<file path="src/lzss_stream_compressor_macros.svh">
// Assertion macros shared by the compressor RTL
`ifndef LZSS_STREAM_COMPRESSOR_MACROS_SVH
`define LZSS_STREAM_COMPRESSOR_MACROS_SVH

// Condition must hold at every clock edge out of reset
`define LZSS_ASSERT_ALWAYS(label, cond, msg) \
    label: assert property (@(posedge clk) disable iff (!rst_n) (cond)) \
        else $error(msg);

// Trigger at one edge implies the condition at the next edge
`define LZSS_ASSERT_NEXT(label, trig, cond, msg) \
    label: assert property (@(posedge clk) disable iff (!rst_n) (trig) |=> (cond)) \
        else $error(msg);

`endif

</file>
<file path="src/lzss_pkg.sv">
// Shared types, codes and length tables for the LZSS compressor
`timescale 1ns / 1ps

package lzss_pkg;

    localparam int MATCH_SPAN = 13;
    localparam logic [8:0] MARKER_WORD = 9'h0AB;
    localparam int FLUSH_BITS = 9;

    typedef enum logic [1:0] {
        FUNC_START = 2'd0,
        FUNC_DICT  = 2'd1,
        FUNC_DATA  = 2'd2,
        FUNC_FLUSH = 2'd3
    } func_t;

    typedef enum logic [1:0] {
        CFG_WINDOW_BITS  = 2'd0,
        CFG_LITERAL_BITS = 2'd1,
        CFG_MIN_MATCH    = 2'd2,
        CFG_CUSTOM_DICT  = 2'd3
    } cfg_idx_t;

    typedef enum logic [3:0] {
        S_IDLE,
        S_SEARCH,
        S_SWAIT,
        S_SWAIT2,
        S_DECIDE,
        S_OFFSET,
        S_COMMIT,
        S_DRAIN,
        S_FLUSH_CHECK,
        S_MARKER,
        S_MDRAIN,
        S_PAD,
        S_END
    } state_t;

    // Broadcast controls for the lookahead cell row
    typedef struct packed {
        logic clr;
        logic step;
        logic pop;
        logic load;
    } row_ctrl_t;

    // Result request from the sequencer to the output stage
    typedef struct packed {
        logic       push;
        logic       fin;
        logic [7:0] data;
        logic       status;
    } emit_req_t;

    function automatic logic [8:0] len_code(input logic [3:0] idx);
        logic [8:0] c;
        case (idx)
            4'd0:    c = 9'h000;
            4'd1:    c = 9'h003;
            4'd2:    c = 9'h008;
            4'd3:    c = 9'h00B;
            4'd4:    c = 9'h014;
            4'd5:    c = 9'h024;
            4'd6:    c = 9'h026;
            4'd7:    c = 9'h02B;
            4'd8:    c = 9'h04B;
            4'd9:    c = 9'h054;
            4'd10:   c = 9'h094;
            4'd11:   c = 9'h095;
            4'd12:   c = 9'h0AA;
            4'd13:   c = 9'h027;
            default: c = 9'h000;
        endcase
        return c;
    endfunction

    function automatic logic [3:0] len_bits(input logic [3:0] idx);
        logic [3:0] n;
        case (idx)
            4'd0:    n = 4'd2;
            4'd1:    n = 4'd3;
            4'd2:    n = 4'd5;
            4'd3:    n = 4'd5;
            4'd4:    n = 4'd6;
            4'd5:    n = 4'd7;
            4'd6:    n = 4'd7;
            4'd7:    n = 4'd7;
            4'd8:    n = 4'd8;
            4'd9:    n = 4'd8;
            4'd10:   n = 4'd9;
            4'd11:   n = 4'd9;
            4'd12:   n = 4'd9;
            4'd13:   n = 4'd7;
            default: n = 4'd0;
        endcase
        return n;
    endfunction

endpackage

</file>
<file path="src/lzss_out.sv">
// Output stage: one held result plus the output register, marks tlast
`timescale 1ns / 1ps

module lzss_out
(
    input  logic                clk,
    input  logic                rst_n,
    input  lzss_pkg::emit_req_t req,
    output logic                ready,
    input  logic                m_axis_tready,
    output logic                m_axis_tvalid,
    output logic [7:0]          m_axis_tdata,   // out_byte
    output logic                m_axis_tlast,   // last
    output logic [0:0]          m_axis_tuser    // status
);

    logic       pv_reg;
    logic [7:0] pd_reg;
    logic       ps_reg;
    logic       ov_reg;
    logic [7:0] od_reg;
    logic       ol_reg;
    logic       os_reg;
    logic       out_free;
    logic       move;

    assign out_free = !ov_reg || m_axis_tready;
    assign ready    = !pv_reg || out_free;
    // held result goes out when a newer one arrives or the request ends
    assign move     = pv_reg && (req.push || req.fin) && ready;

    always_ff @(posedge clk or negedge rst_n)
    begin
        if (!rst_n)
        begin
            pv_reg <= 1'b0;
            ov_reg <= 1'b0;
        end
        else
        begin
            if (req.push && ready)
            begin
                pv_reg <= 1'b1;
            end
            else if (req.fin && ready)
            begin
                pv_reg <= 1'b0;
            end
            if (move)
            begin
                ov_reg <= 1'b1;
            end
            else if (ov_reg && m_axis_tready)
            begin
                ov_reg <= 1'b0;
            end
        end
    end

    always_ff @(posedge clk)
    begin
        if (req.push && ready)
        begin
            pd_reg <= req.data;
            ps_reg <= req.status;
        end
        if (move)
        begin
            od_reg <= pd_reg;
            os_reg <= ps_reg;
            ol_reg <= req.fin;
        end
    end

    assign m_axis_tvalid   = ov_reg;
    assign m_axis_tdata    = od_reg;
    assign m_axis_tlast    = ol_reg;
    assign m_axis_tuser[0] = os_reg;

endmodule

</file>
<file path="config.mk">
export PLATFORM = sky130hd
export DESIGN_NAME = lzss_out
export DESIGN_NICKNAME = d
export VERILOG_FILES = /design/src/lzss_stream_compressor_macros.svh /design/src/lzss_pkg.sv /design/src/lzss_out.sv
export SDC_FILE = /design/constraint.sdc
export NUM_CORES = 1
export LEC_CHECK = 0
export ABC_AREA = 1
export BUFFER_PORTS_ARGS = -buffer_cell sky130_fd_sc_hd__buf_4
export CORE_MARGIN = 2
export CORE_UTILIZATION = 45
export CTS_CLUSTER_SIZE = 20
export DETAILED_ROUTE_END_ITERATION = 8
export GPL_TIMING_DRIVEN = 0
export PLACE_DENSITY = 0.74
export SYNTH_ARGS = -nofsm -noshare
export SYNTH_HDL_FRONTEND = slang
export SYNTH_SLANG_ARGS = --single-unit
</file>
<file path="constraint.sdc">
create_clock -name clk -period 1.85 [get_ports clk]
set_clock_uncertainty 0.15 [all_clocks]
set_input_delay 0.0925 -clock clk [delete_from_list [all_inputs] [get_ports clk]]
set_output_delay 0.0925 -clock clk [all_outputs]
set_load 0.02 [all_outputs]
</file>
Word-level counts from Yosys, hierarchy flattened

Cells that the tools add are included.

Memory bits (writable): 0
Bits of input ports: 14
Latch bits: 0
Word-level logic and storage cells: 23
Memory bits (read-only): 0
Register bits after elaboration: 21
Memories kept: 0

Bitwise logic cells: 0
Add/subtract/negate cells: 0
Divide/modulo/power cells: 0
Magnitude comparators: 0
Reduce and logical (&&, ||, !) cells: 12
$mul: 0
Shift-type cells: 0
Eq/ne operators: 0
Muxes and demuxes: 4

Operators with widths:

| operator           | number |
|---|---|
| logical AND 1 bit  | 5 |
| two-way mux 1 bit  | 4 |
| nonzero test 2 bit | 2 |
| logical OR 1 bit   | 3 |
| logical NOT 1 bit  | 2 |

Longest topological paths before layout

Word-level depth: 6
Mapped depth: 4

Least setup slack after synthesis

OpenSTA, ideal clock, no wires.

Kind: reg-to-reg
Start point: reg ov_reg, in the netlist m_axis_tvalid
End point: reg od_reg[0], in the netlist m_axis_tdata[0] (enable)
Library setup time: 376 ps
Cell stages (with the launch flop): 4
Period minus slack after synthesis: 1596 ps
Path buffers: 0
Slack: 254 ps
Data required time: 1324 ps
Arrival: 1070 ps
Cell sequence: dfrtp_1 > nand2_1 > inv_1 > nor2_1

Cells in the longest elaborated chain, start to end: 4

Ends and longest elaborated chain:

| what                   | line           | RTL |
|---|---|---|
| from (decl)            | lzss_out.sv:20 | `logic ov_reg;` |
| from (signal assigned) | lzss_out.sv:37 | `ov_reg <= 1'b0;` |
| from (signal assigned) | lzss_out.sv:51 | `ov_reg <= 1'b1;` |
| from (signal assigned) | lzss_out.sv:55 | `ov_reg <= 1'b0;` |
| logical NOT 1 bit      | lzss_out.sv:27 | `assign out_free = !ov_reg \|\| m_axis_tready;` |
| logical OR 1 bit       | lzss_out.sv:27 |  |
| logical OR 1 bit       | lzss_out.sv:28 | `assign ready = !pv_reg \|\| out_free;` |
| logical AND 1 bit      | lzss_out.sv:30 | `assign move = pv_reg && (req.push \|\| req.fin) && ready;` |
| named net move         | lzss_out.sv:25 | `logic move;` |
| to (signal assigned)   | lzss_out.sv:69 | `od_reg <= pd_reg;` |
| to (decl)              | lzss_out.sv:21 | `logic [7:0] od_reg;` |

The timed path passes the listed nets, and every way through them passes these cells.
A chain may end at the register's enable or synchronous reset.

Worst setup path after layout

Start point: in m_axis_tready
End point: reg od_reg[3], in the netlist m_axis_tdata[3] (enable)

Cells in the longest elaborated chain, start to end: 3

Ends and longest elaborated chain:

| what              | line           | RTL |
|---|---|---|
| from (decl)       | lzss_out.sv:10 | `input logic m_axis_tready,` |
| logical OR 1 bit  | lzss_out.sv:27 |  |
| logical OR 1 bit  | lzss_out.sv:28 |  |
| logical AND 1 bit | lzss_out.sv:30 |  |
| named net move    | lzss_out.sv:25 |  |

The timed path passes the listed nets, and every way through them passes these cells.

==> impl_metrics.env <==
export IMPL_dp_cells=75
export IMPL_max_slew_margin_pct=49.6
export IMPL_cts_buffer_depth=2
export IMPL_io_buffer_count=25
export IMPL_drt_iter0_markers=11
export IMPL_post_cts_buffers=0
export IMPL_synth_cell_type_count=8
export IMPL_dieArea_sq_mm=0.00183
export IMPL_final_core_util_pct=73.1
export IMPL_synth_seq_area_share_pct=91.5
export IMPL_r2r_slack_ns=0.21
export IMPL_dp_hpwl_um=675
export IMPL_slowest_stage="nor2_1"
export IMPL_grt_pass1_vias=456
export IMPL_fp_dieW_um=42.8
export IMPL_cts_htree_levels=1
export IMPL_fmaxAchievable_ghz=0.595
export IMPL_cp_num_buf_inv=4
export IMPL_worst_slew_pin_slew_ns=0.754
export IMPL_syn_to_final_growth_pct=56.6
export IMPL_rows=14
export IMPL_vias=416
export IMPL_clk_latency_ns=0.30
export IMPL_grt_max_degree=12
export IMPL_finalMaxSlewViolations=0
export IMPL_min_period_over_period_pct=90.8
export IMPL_startpoint_type="input pin"
export IMPL_yosys_area_share_simple_pct=4.98
export IMPL_gp_congestion=0.714
export IMPL_crit_path_max_fanout=10
export IMPL_slowest_delay_ns=0.58
export IMPL_muxShareOfSynthArea_pct=0
export IMPL_rsz0062_at_grt="no"
export IMPL_endpoint_kind="flip-flop"
export IMPL_grt_use_total_pct=16.0
export IMPL_syn_avg_cell_area_sq_um=19.9
export IMPL_cts_tree="done"
export IMPL_maxCapViolations=0
export IMPL_wirelength_mm=1.18
export IMPL_wire_per_inst_um=12.5
export IMPL_syn_inst=34
export IMPL_layout_min_cycle_time_ns=1.68
export IMPL_crit_family="buffers and inverters"
export IMPL_report_power_total_mw=0.922
export IMPL_synth_compound_area_share_pct=0.738
export IMPL_cts_buffers=3
export IMPL_antenna_found_initial=0
export IMPL_final_cells=94
export IMPL_core_region_area_sq_mm=0.00145
export IMPL_synth_fa_ha_area_share_pct=0
export IMPL_required_ns=1.64
export IMPL_ant_nets=0
export IMPL_setup_viol=0
export IMPL_cellPowerDensity_mw_per_mm2=868
export IMPL_holdBufCountCts=15
export IMPL_via_per_inst=4.43
export IMPL_cpMostUsedCell="inv_1"
export IMPL_cts_sinks=21
export IMPL_synth_top_family_by_area="simple AND/OR/NAND/NOR gates"
export IMPL_synth_area_sq_um=678
export IMPL_first_pass_iters=3
export IMPL_fp_dieH_um=42.8
export IMPL_min_from="pd_reg[2]$_DFFE_PP_"
export IMPL_synth_xor_area_share_pct=0
export IMPL_pin_count=26
export IMPL_ys_seq_elements=21
export IMPL_clk_pin_slew_worst_paths_ns=0.10
export IMPL_final_layout_size_suffix_gt1_share_pct=37.2
export IMPL_drc=0
export IMPL_path_class="input pin to flip-flop"
export IMPL_p_leak_nw=0.449
export IMPL_ctsResizeCount=0
export IMPL_initial_utilization_pct=46.6
export IMPL_timing_setup_tns_ns=0
export IMPL_outcome="finished clean"
export IMPL_final_nets=93
export IMPL_crit_start="m_axis_tready"
export IMPL_ir_drop_mv=0.523
export IMPL_worstHoldPathType="flip-flop to flip-flop"
export IMPL_grt_pass1_wl_mm=1.99
export IMPL_r2r_start="m_axis_tvalid$_DFFE_PN0P_"
export IMPL_cts_root_buf="clkbuf_4"
export IMPL_crit_chain="dlygate4sd3_1 -> buf_4 -> inv_1 -> nand2_1 -> inv_1 -> nor2_1"
export IMPL_crit_arrival_ns=1.47
export IMPL_yosysWarningCount=0
export IMPL_synth_nets=48
export IMPL_report_final_hold_viol_count=0
export IMPL_antennaDiodeCount=0
export IMPL_grt_ovfl_total=0
[path summary, 6_finish.rpt]
kind                                                  end  cells past startpoint
worst min register to register  m_axis_tdata[2]$_DFFE_PP_                      0
worst max register to register  m_axis_tdata[3]$_DFFE_PP_                      3
worst min-delay path            m_axis_tdata[2]$_DFFE_PP_                      0
worst max-delay path            m_axis_tdata[3]$_DFFE_PP_                      6
min in group asynchronous              pv_reg$_DFFE_PN0P_                      3
max in group asynchronous       m_axis_tvalid$_DFFE_PN0P_                      3
[cell usage in the layout (no fill, tap or decap), drive strengths merged]
cell,n
dfrtp,2
inv,5
clkbuf,4
nand3,2
dlygate4sd3,15
nand2,4
o21ai,1
edfxtp,19
buf,25
nor2,1
[logic make-up after synthesis]
| kind of cell | count (synthesis) |
|---|---|
| and+or+nand+nor | 7 |
| AOI/OAI and AO/OA | 1 |
| DFF | 21 |
| buffers and inverters | 5 |
[layout make-up]
| type | instances | area, sq um |
|---|---|---|
| sequential | 21 | 621 |
| inverter | 5 | 18.8 |
| tap | 16 | 20.0 |
| timing repair buffer | 40 | 338 |
| clock buffer | 4 | 26.3 |
| fill | 93 | 392 |
| multi-input combinational | 8 | 38.8 |
[where the power goes]
part           switching, mW  leakage (nW)  internal (mW)
sequential            0.0114         0.202          0.562
combinational         0.0693         0.231         0.0706
clock                  0.125        0.0150         0.0840
[cell usage after synthesis, drive strengths merged]
cell type  count  area share, %
dfrtp          2            7.4
edfxtp        19             84
inv            5            2.8
nand2          4            2.2
nand3          2            2.2
nor2           1           0.55
o21ai          1           0.74
[stage by stage]
stage | hold WS [ns] | area [sq um] | setup WS, ns
after detailed placement | -0.273 | 886 | 0.180
after CTS | 0.279 | 1060 | 0.148
after global placement | -0.275 | 886 | 0.213
after floorplan | -0.353 | 678 | 0.254
final | 0.279 | 1060 | 0.170
after global routing | 0.290 | 1060 | 0.0235
[routing by layer]
metal  part of all wire (%)  global-route usage (%)  up-vias
met1                     39                    17.0      180
met4                    4.7                    13.1        0
li1                       -                       -      206
met5                      0                       0        -
met2                     49                    25.5       23
met3                    7.6                    5.11        7
Note: power is estimated with default switching activity, not from simulation.
