--- config.mk ---
export PLATFORM = sky130hd
export DESIGN_NAME = lzss_match_row
export DESIGN_NICKNAME = d
export VERILOG_FILES = /design/src/lzss_stream_compressor_macros.svh /design/src/lzss_pkg.sv /design/src/lzss_cell.sv /design/src/lzss_match_row.sv
export SDC_FILE = /design/constraint.sdc
export NUM_CORES = 1
export LEC_CHECK = 0
export ABC_AREA = 1
export ABC_CLOCK_PERIOD_IN_PS = 3770
export BUFFER_PORTS_ARGS = -buffer_cell sky130_fd_sc_hd__buf_2
export CAP_MARGIN = 10
export CORE_MARGIN = 3
export CORE_UTILIZATION = 30
export CTS_CLUSTER_DIAMETER = 100
export CTS_CLUSTER_SIZE = 8
export DETAILED_ROUTE_END_ITERATION = 7
export PLACE_DENSITY_LB_ADDON = 0.12
export SKIP_CTS_REPAIR_TIMING = 1
export SLEW_MARGIN = 20
export SYNTH_ARGS = -nofsm -noshare
export SYNTH_HDL_FRONTEND = slang
export SYNTH_SLANG_ARGS = --single-unit
--- constraint.sdc ---
create_clock -name clk -period 3.77 [get_ports clk]
set_input_delay 0.754 -clock clk [delete_from_list [all_inputs] [get_ports clk]]
set_output_delay 0.754 -clock clk [all_outputs]
set_load 0.03 [all_outputs]
--- src/lzss_stream_compressor_macros.svh ---
// Assertion macros shared by the compressor RTL
`ifndef LZSS_STREAM_COMPRESSOR_MACROS_SVH
`define LZSS_STREAM_COMPRESSOR_MACROS_SVH

// Condition must hold at every clock edge out of reset
`define LZSS_ASSERT_ALWAYS(label, cond, msg) \
    label: assert property (@(posedge clk) disable iff (!rst_n) (cond)) \
        else $error(msg);

// Trigger at one edge implies the condition at the next edge
`define LZSS_ASSERT_NEXT(label, trig, cond, msg) \
    label: assert property (@(posedge clk) disable iff (!rst_n) (trig) |=> (cond)) \
        else $error(msg);

`endif

--- src/lzss_pkg.sv ---
// Shared types, codes and length tables for the LZSS compressor
`timescale 1ns / 1ps

package lzss_pkg;

    localparam int MATCH_SPAN = 13;
    localparam logic [8:0] MARKER_WORD = 9'h0AB;
    localparam int FLUSH_BITS = 9;

    typedef enum logic [1:0] {
        FUNC_START = 2'd0,
        FUNC_DICT  = 2'd1,
        FUNC_DATA  = 2'd2,
        FUNC_FLUSH = 2'd3
    } func_t;

    typedef enum logic [1:0] {
        CFG_WINDOW_BITS  = 2'd0,
        CFG_LITERAL_BITS = 2'd1,
        CFG_MIN_MATCH    = 2'd2,
        CFG_CUSTOM_DICT  = 2'd3
    } cfg_idx_t;

    typedef enum logic [3:0] {
        S_IDLE,
        S_SEARCH,
        S_SWAIT,
        S_SWAIT2,
        S_DECIDE,
        S_OFFSET,
        S_COMMIT,
        S_DRAIN,
        S_FLUSH_CHECK,
        S_MARKER,
        S_MDRAIN,
        S_PAD,
        S_END
    } state_t;

    // Broadcast controls for the lookahead cell row
    typedef struct packed {
        logic clr;
        logic step;
        logic pop;
        logic load;
    } row_ctrl_t;

    // Result request from the sequencer to the output stage
    typedef struct packed {
        logic       push;
        logic       fin;
        logic [7:0] data;
        logic       status;
    } emit_req_t;

    function automatic logic [8:0] len_code(input logic [3:0] idx);
        logic [8:0] c;
        case (idx)
            4'd0:    c = 9'h000;
            4'd1:    c = 9'h003;
            4'd2:    c = 9'h008;
            4'd3:    c = 9'h00B;
            4'd4:    c = 9'h014;
            4'd5:    c = 9'h024;
            4'd6:    c = 9'h026;
            4'd7:    c = 9'h02B;
            4'd8:    c = 9'h04B;
            4'd9:    c = 9'h054;
            4'd10:   c = 9'h094;
            4'd11:   c = 9'h095;
            4'd12:   c = 9'h0AA;
            4'd13:   c = 9'h027;
            default: c = 9'h000;
        endcase
        return c;
    endfunction

    function automatic logic [3:0] len_bits(input logic [3:0] idx);
        logic [3:0] n;
        case (idx)
            4'd0:    n = 4'd2;
            4'd1:    n = 4'd3;
            4'd2:    n = 4'd5;
            4'd3:    n = 4'd5;
            4'd4:    n = 4'd6;
            4'd5:    n = 4'd7;
            4'd6:    n = 4'd7;
            4'd7:    n = 4'd7;
            4'd8:    n = 4'd8;
            4'd9:    n = 4'd8;
            4'd10:   n = 4'd9;
            4'd11:   n = 4'd9;
            4'd12:   n = 4'd9;
            4'd13:   n = 4'd7;
            default: n = 4'd0;
        endcase
        return n;
    endfunction

endpackage

--- src/lzss_cell.sv ---
// One lookahead cell: holds a lookahead byte and the running match bit
`timescale 1ns / 1ps

module lzss_cell
(
    input  logic                clk,
    input  logic                rst_n,
    input  lzss_pkg::row_ctrl_t ctrl,
    input  logic                load_sel,
    input  logic [7:0]          load_byte,
    input  logic [7:0]          right_byte,
    input  logic [7:0]          win_byte,
    input  logic                r_in,
    output logic [7:0]          la_byte,
    output logic                r_out
);

    logic [7:0] la_reg;
    logic       r_reg;

    always_ff @(posedge clk)
    begin
        if (ctrl.load && load_sel)
        begin
            la_reg <= load_byte;
        end
        else if (ctrl.pop)
        begin
            la_reg <= right_byte;
        end
    end

    // r: the window run ending at this byte matches lookahead[0..k]
    always_ff @(posedge clk or negedge rst_n)
    begin
        if (!rst_n)
        begin
            r_reg <= 1'b0;
        end
        else if (ctrl.clr)
        begin
            r_reg <= 1'b0;
        end
        else if (ctrl.step)
        begin
            r_reg <= r_in && (win_byte == la_reg);
        end
    end

    assign la_byte = la_reg;
    assign r_out   = r_reg;

endmodule

--- src/lzss_match_row.sv ---
// Row of lookahead cells with earliest-longest match tracking
`timescale 1ns / 1ps

module lzss_match_row
#(
    parameter int AW    = 10,
    parameter int DEPTH = 16,
    localparam int CW   = $clog2(DEPTH + 1),
    localparam int KW   = $clog2(DEPTH)
)
(
    input  logic                clk,
    input  logic                rst_n,
    input  lzss_pkg::row_ctrl_t ctrl,
    input  logic [CW-1:0]       load_idx,
    input  logic [7:0]          load_byte,
    input  logic [7:0]          win_byte,
    input  logic [AW-1:0]       win_idx,
    input  logic [CW-1:0]       count,
    input  logic [4:0]          cap,
    output logic [7:0]          la0,
    output logic [CW-1:0]       best_len,
    output logic [AW-1:0]       best_pos
);

    logic [7:0]    la_b [DEPTH];
    logic          r_b  [DEPTH];
    logic          v2_reg;
    logic [AW-1:0] j2_reg;
    logic [CW-1:0] best_len_reg;
    logic [AW-1:0] best_pos_reg;
    logic          hit;
    logic [KW-1:0] hit_k;
    logic [CW-1:0] hit_len;
    logic [AW-1:0] hit_pos;

    genvar k;
    generate
        for (k = 0; k < DEPTH; k++)
        begin : g_cell
            logic [7:0] right;
            logic       rin;
            if (k == DEPTH - 1)
            begin : g_end
                assign right = 8'h00;
            end
            else
            begin : g_mid
                assign right = la_b[k+1];
            end
            if (k == 0)
            begin : g_first
                assign rin = 1'b1;
            end
            else
            begin : g_next
                assign rin = r_b[k-1];
            end
            lzss_cell u_cell
            (
                .clk        (clk),
                .rst_n      (rst_n),
                .ctrl       (ctrl),
                .load_sel   (load_idx == CW'(k)),
                .load_byte  (load_byte),
                .right_byte (right),
                .win_byte   (win_byte),
                .r_in       (rin),
                .la_byte    (la_b[k]),
                .r_out      (r_b[k])
            );
        end
    endgenerate

    always_ff @(posedge clk or negedge rst_n)
    begin
        if (!rst_n)
        begin
            v2_reg <= 1'b0;
        end
        else
        begin
            v2_reg <= ctrl.step;
        end
    end

    always_ff @(posedge clk)
    begin
        j2_reg <= win_idx;
    end

    // longest live run among cells inside the fill and the length cap
    always_comb
    begin
        hit   = 1'b0;
        hit_k = '0;
        for (int i = 0; i < DEPTH; i++)
        begin
            if (r_b[i] && (count > CW'(i)) && ({1'b0, cap} >= 6'(i + 1)))
            begin
                hit   = 1'b1;
                hit_k = KW'(i);
            end
        end
    end

    assign hit_len = CW'(hit_k) + CW'(1);
    assign hit_pos = j2_reg - AW'(hit_k);

    always_ff @(posedge clk or negedge rst_n)
    begin
        if (!rst_n)
        begin
            best_len_reg <= '0;
            best_pos_reg <= '0;
        end
        else if (ctrl.clr)
        begin
            best_len_reg <= '0;
            best_pos_reg <= '0;
        end
        else if (v2_reg && hit && (hit_len > best_len_reg))
        begin
            best_len_reg <= hit_len;
            best_pos_reg <= hit_pos;
        end
    end

    assign la0      = la_b[0];
    assign best_len = best_len_reg;
    assign best_pos = best_pos_reg;

endmodule

Word level (Yosys, flattened, before mapping)
Cells that the tools add are included.
{ "totals": {"word_cells": 285, "register_bits": 170, "output_inout_bits": 23} }
{ "op_classes": {"order_cmp": 33, "muxes": 99, "n_addsub": 2, "eq_ne": 31, "n_reduce_logical": 84} }
{ "ops": {"columns": ["op", "count"], "rows": [
  ["8-bit 2-to-1 mux", 32],
  ["8-bit == test", 16],
  ["1-bit logical AND", 65],
  ["4-bit 2-to-1 mux", 14],
  ["1-bit 2-to-1 mux", 49],
  ["5-bit by 4-bit == test with 1-bit output (second input constant)", 8],
  ["5-bit by 4-bit greater-or-equal comparator with 1-bit output (second input constant)", 8],
  ["5-bit by 4-bit greater-than comparator with 1-bit output (second input constant)", 8],
  ["2-bit nonzero test", 18],
  ["5-bit by 3-bit == test with 1-bit output (second input constant)", 4],
  ["5-bit by 3-bit greater-or-equal comparator with 1-bit output (second input constant)", 4],
  ["5-bit by 3-bit greater-than comparator with 1-bit output (second input constant)", 4],
  ["10-bit 2-to-1 mux", 2],
  ["5-bit by 2-bit == test with 1-bit output (second input constant)", 2],
  ["5-bit by 2-bit greater-or-equal comparator with 1-bit output (second input constant)", 2],
  ["5-bit by 1-bit greater-than comparator with 1-bit output (second input constant)", 2],
  ["5-bit by 2-bit greater-than comparator with 1-bit output (second input constant)", 2],
  ["5-bit 2-to-1 mux", 2],
  ["10-bit by 4-bit subtractor with 10-bit output", 1],
  ["4-bit by 1-bit adder with 5-bit output (second input constant)", 1],
  ["5-bit by 1-bit == test with 1-bit output (second input constant)", 1],
  ["5-bit by 1-bit greater-or-equal comparator with 1-bit output (second input constant)", 1],
  ["5-bit greater-or-equal comparator (second input constant)", 1],
  ["5-bit greater-than comparator", 1],
  ["5-bit zero test", 1]
]} }

Depth between registers and ports, before layout
{ "depth": {"word_depth": 23, "depth_mapped": 31, "depth_no_buf": 30} }

Hierarchy
From an unflattened synthesis, not the netlist that was laid out.
{ "hier_totals": {"cells_unflattened": 1181, "area_unflattened_um2": 11091.9} }
{ "by_module_without_submodules": {"columns": ["module", "n_inst", "area_per_inst_um2", "cells_per_inst"], "rows": [
  ["lzss_cell", 16, 573.0, 57],
  ["lzss_match_row", 1, 1923.1, 269]
]} }

Worst setup path before layout
OpenSTA, ideal clock, no wires.
{ "synth_path": {"path_type": "input -> register", "start": "in count[4]", "end": "reg best_len_reg[2], in the netlist best_len[2]", "required_time_ps": 3642, "path_buffers": 2, "setup_slack_ps": 41, "t_arrival_ps": 3601, "stages": 28, "cell_sequence": "buf_6 -> nor2_4 -> nand2_1 -> o211ai_1 -> nand2_1 -> nand2_1 -> nand2_1 -> nand2_1 -> nand2_1 -> nand2_1 -> nand2_1 -> nand2_1 -> nand2_1 -> nand2_1 -> nand2_1 -> nand2_1 -> nand2_1 -> ha_1 -> xor2_1 -> inv_1 -> ha_1 -> a21oi_1 -> nor2_1 -> a2111oi_0 -> a21oi_1 -> nand4_2 -> buf_6 -> o22ai_2"} }
{ "synth_between": {"elab_chain_len": 22, "elab_cells_between_ends": 86, "classes_between": "add/sub: 1; order compare: 17; mux: 33; reduce/logical: 35"} }
{ "synth_lines": {"columns": ["element", "line_no", "text"], "rows": [
  ["from (decl)", "lzss_match_row.sv:19", "input logic [CW-1:0] count,"],
  ["5-bit by 1-bit greater-than comparator with 1-bit output", "lzss_match_row.sv:99", "if (r_b[i] && (count > CW'(i)) && ({1'b0, cap} >= 6'(i + 1)))"],
  ["1-bit logical AND (2 in series)", "lzss_match_row.sv:99", null],
  ["1-bit 2-to-1 mux", "lzss_match_row.sv:99", null],
  ["4-bit 2-to-1 mux / 1-bit 2-to-1 mux (equally long branches) (14 in series)", "lzss_match_row.sv:99", null],
  ["4-bit by 1-bit adder with 5-bit output / 1-bit 2-to-1 mux (equally long branches)", "lzss_match_row.sv:107, lzss_match_row.sv:99", null],
  ["5-bit greater-than comparator / 1-bit logical AND (equally long branches)", "lzss_match_row.sv:122", "else if (v2_reg && hit && (hit_len > best_len_reg))"],
  ["1-bit logical AND", "lzss_match_row.sv:122", null],
  ["2-bit nonzero test (no line)", null, null],
  ["to (signal assigned)", "lzss_match_row.sv:124", "best_len_reg <= hit_len;"],
  ["to (decl)", "lzss_match_row.sv:30", "logic [CW-1:0] best_len_reg;"]
]} }
Parallel ways exist; a longest one is shown, timed or not. The select of a mux whose other input is x is not followed.
A chain may end at the register's enable or synchronous reset.

Worst setup path in the final report
{ "layout_path": {"start": "in count[4]", "end": "reg best_len_reg[0], in the netlist best_len[0]"} }
The elaborated chain is that of the path after synthesis.

==> flow_metrics.py <==
metrics = {
    "die": {
        "rows": 63,
        "core_um2": 30100,
        "dieArea_um2": 33300,
        "io_pins": 70,
        "die_h_um": 182,
        "dieWidth_um": 182,
        "start_util_pct": 31.0,
    },
    "routing": {
        "vias": 7601,
        "vias_per_cell": 4.97,
        "drcViolationCount": 0,
        "wl_per_cell_um": 19.5,
        "drtIter0Drc": 577,
        "detail-route-antenna-nets": 0,
        "first_pass_iters": 7,
        "drt_wl_total_um": 29800,
    },
    "logic_synthesis": {
        "ys_top_cells_by_area": "edfxtp_1, nand2_1, dfrtp_1",
        "synthFlopType": "edfxtp_1",
        "ys_ff_latch": 170,
        "avgSynthCellArea_um2": 9.16,
        "synth_top_cell_by_area": "edfxtp_1",
        "ys_async_sr_fraction_pct": 18.8,
        "syn_area_um2": 9330,
        "synthMostInstantiatedCell": "nand2_1",
        "ys_seq_area_share_pct": 51.9,
        "synth_common_cells": "nand2_1, o21ai_0, edfxtp_1",
        "yosysWarnings": 0,
        "synth_top_area_share_pct": 41.2,
        "synth_edf_count": 128,
        "postSynthCellCount": 1019,
        "synth.distinct_cells": 52,
        "syn-num-nets": 1077,
    },
    "global_routing": {
        "grt_first_pass_wirelength_um": 45100,
        "first_global_vias": 7423,
        "grt.total_usage_pct": 18.0,
        "grt_antenna_before_repair": 2,
        "gr-total-overflow": 0,
        "grt_max_degree": 33,
    },
    "status": {
        "status": "completed",
    },
    "clocking": {
        "cts_tree": "yes",
        "path_clk_slew_ns": 0.07,
        "root_buffer": "clkbuf_16",
        "cts.sinks": 170,
        "clk_latency_ns": 0.44,
        "clockBufferDepth": 2,
        "h-tree-depth": 4,
        "cts_buffers": 17,
    },
    "worst_setup_path": {
        "end_kind": "flip-flop",
        "cp_slowest_stage_delay_ns": 0.37,
        "arrival_ns": 3.87,
        "cp_slowest_cell": "nor4_1",
        "r2r_start": "g_cell[3].u_cell.r_out$_DFFE_PN0P_",
        "crit_type": "primary input to flip-flop",
        "crit_chain": "buf_2 > buf_4 > a31oi_1 > nor4_2 > a31oi_1 > nand2_2 > nor4_1 > buf_4 > nand2_1 > and2_1 > ha_1 > nand2_1 > nor3_1 > a2111oi_2 > a21oi_2 > nand4_2 > buf_12 > o21ai_1",
        "worstPathMaxFanout": 11,
        "cp_top_family": "simple AND/OR/NAND/NOR gates",
        "worst-path-buf-inv": 4,
        "start_kind": "primary input",
        "cp-startpoint": "count[4]",
        "worstPathRequired_ns": 4.13,
    },
    "sta": {
        "worstMarginPinSlew_ns": 0.888,
        "finalHoldViolations": 0,
        "clock_skew_ns": 0.0102,
        "final.min_clock_period_ns": 3.51,
        "max_freq_mhz": 285,
        "rsz0062_at_grt": "false",
        "maxSlewViolCount": 0,
        "relSlewSlack_pct": 40.8,
        "finalCritPeriodShare_pct": 93.1,
        "finalSetupViolations": 0,
        "hold_ws_ns": 0.416,
    },
    "power": {
        "pwr_density_cell_nw_per_um2": 403,
        "peakVddDrop_v": 0.000359,
        "leakage_nw": 4.71,
    },
    "run": {
        "drv_cap": 0,
    },
    "layout": {
        "layout-area-overhead-vs-synth_pct": 18.7,
        "largest_reg_flops": 128,
        "fillerInstances": 3125,
        "drive_gt1_share_pct": 20.4,
        "instances_no_fill": 1528,
        "fin_nets": 1183,
        "n_antenna_cell": 0,
    },
    "placement": {
        "io_buffers": 69,
        "gp_congestion": 0.819,
        "dp_hpwl_um": 20900,
        "dp_cells": 1496,
    },
    "min_path": {
        "hold_class": "primary input to flip-flop",
        "hp-start": "win_idx[3]",
    },
}
[kinds of logic (layout without fill, tap and decap cells)]
kind of cell | count (synthesis) | after routing | share of synthesized area [%]
xor+xnor | 88 | 88 | 8.26
buf+inv | 124 | 243 | 5.23
simple gates | 442 | 442 | 21.4
flops | 170 | 170 | 51.9
compound gates | 184 | 184 | 11.7
fa+ha+maj | 11 | 11 | 1.56
[cell type report]
class / instances / area, um^2 / area share [%]
clock buffers: 17 / 425 / 3.84
clock inverters: 15 / 146 / 1.32
well taps: 390 / 488 / 4.40
flip-flops and latches: 170 / 4840 / 43.7
repair buffers: 134 / 858 / 7.75
multi-input cells: 725 / 4030 / 36.4
inverters: 77 / 289 / 2.61
[report_power, final]
group,switching [mW],internal (mW),leakage [nW]
Clock,0.880,0.882,0.276
Combinational,0.321,0.176,2.65
Sequential,0.0752,2.14,1.78
[routing by layer]
layer | track usage, % | part of all wire (%)
met3 | 3.77 | 5.0
met1 | 24.7 | 47
met4 | 4.88 | 2.2
met2 | 28.9 | 46
met5 | 0 | 0.084
[through the flow]
| step | total power [mW] | setup slack [ns] | util (%) | area, um^2 | TNS [ns] |
|---|---|---|---|---|---|
| CTS | 4.51 | 0.143 | 36.7 | 11100 | 0 |
| finish | 4.47 | 0.262 | 36.8 | 11100 | 0 |
| detailed placement | 2.75 | -0.321 | 34.8 | 10500 | -4.14 |
| global route | 4.66 | 0.00591 | 36.8 | 11100 | 0 |
| floorplan | 2.53 | 0.0406 | - | 9330 | 0 |
| global placement | 2.75 | -0.322 | 34.8 | 10500 | -4.03 |
[path summary, 6_finish.rpt]
kind | endpoint | slack, ns | cells past startpoint
worst max-delay path | best_len[0]$_DFFE_PN0P_ | 0.26 | 18
worst min-delay path | j2_reg[3]$_DFF_P_ | 0.42 | 1
worst max register to register | best_len[2]$_DFFE_PN0P_ | 0.48 | 20
worst min register to register | best_pos[1]$_DFFE_PN0P_ | 0.51 | 2
max in group asynchronous | g_cell[8].u_cell.r_out$_DFFE_PN0P_ | 2.78 | 1
min in group asynchronous | g_cell[2].u_cell.r_out$_DFFE_PN0P_ | 0.44 | 1
[placed cells by master, fill, tap and decap left out, types with 5 or more instances in the layout]
| cell | synthesis | final |
|---|---|---|
| buf_4 | 1 | 63 |
| inv_2 | 9 | 10 |
| nand3_1 | 44 | 44 |
| xor2_1 | 53 | 52 |
| dfxtp_1 | 10 | 10 |
| inv_6 | 0 | 5 |
| clkbuf_16 | 0 | 17 |
| o21ai_0 | 130 | 130 |
| dfrtp_1 | 32 | 32 |
| or2_2 | 29 | 29 |
| ha_1 | 10 | 9 |
| buf_2 | 3 | 69 |
| nand4_1 | 18 | 18 |
| inv_1 | 67 | 67 |
| edfxtp_1 | 128 | 128 |
| xnor2_1 | 35 | 35 |
| nor2_1 | 61 | 61 |
| o21ai_2 | 9 | 9 |
| nor4_1 | 15 | 15 |
| a32o_1 | 6 | 6 |
| nand2_1 | 242 | 242 |
| a21oi_1 | 9 | 8 |
| nor3_1 | 17 | 17 |
Power figures use the tool's default switching activity.
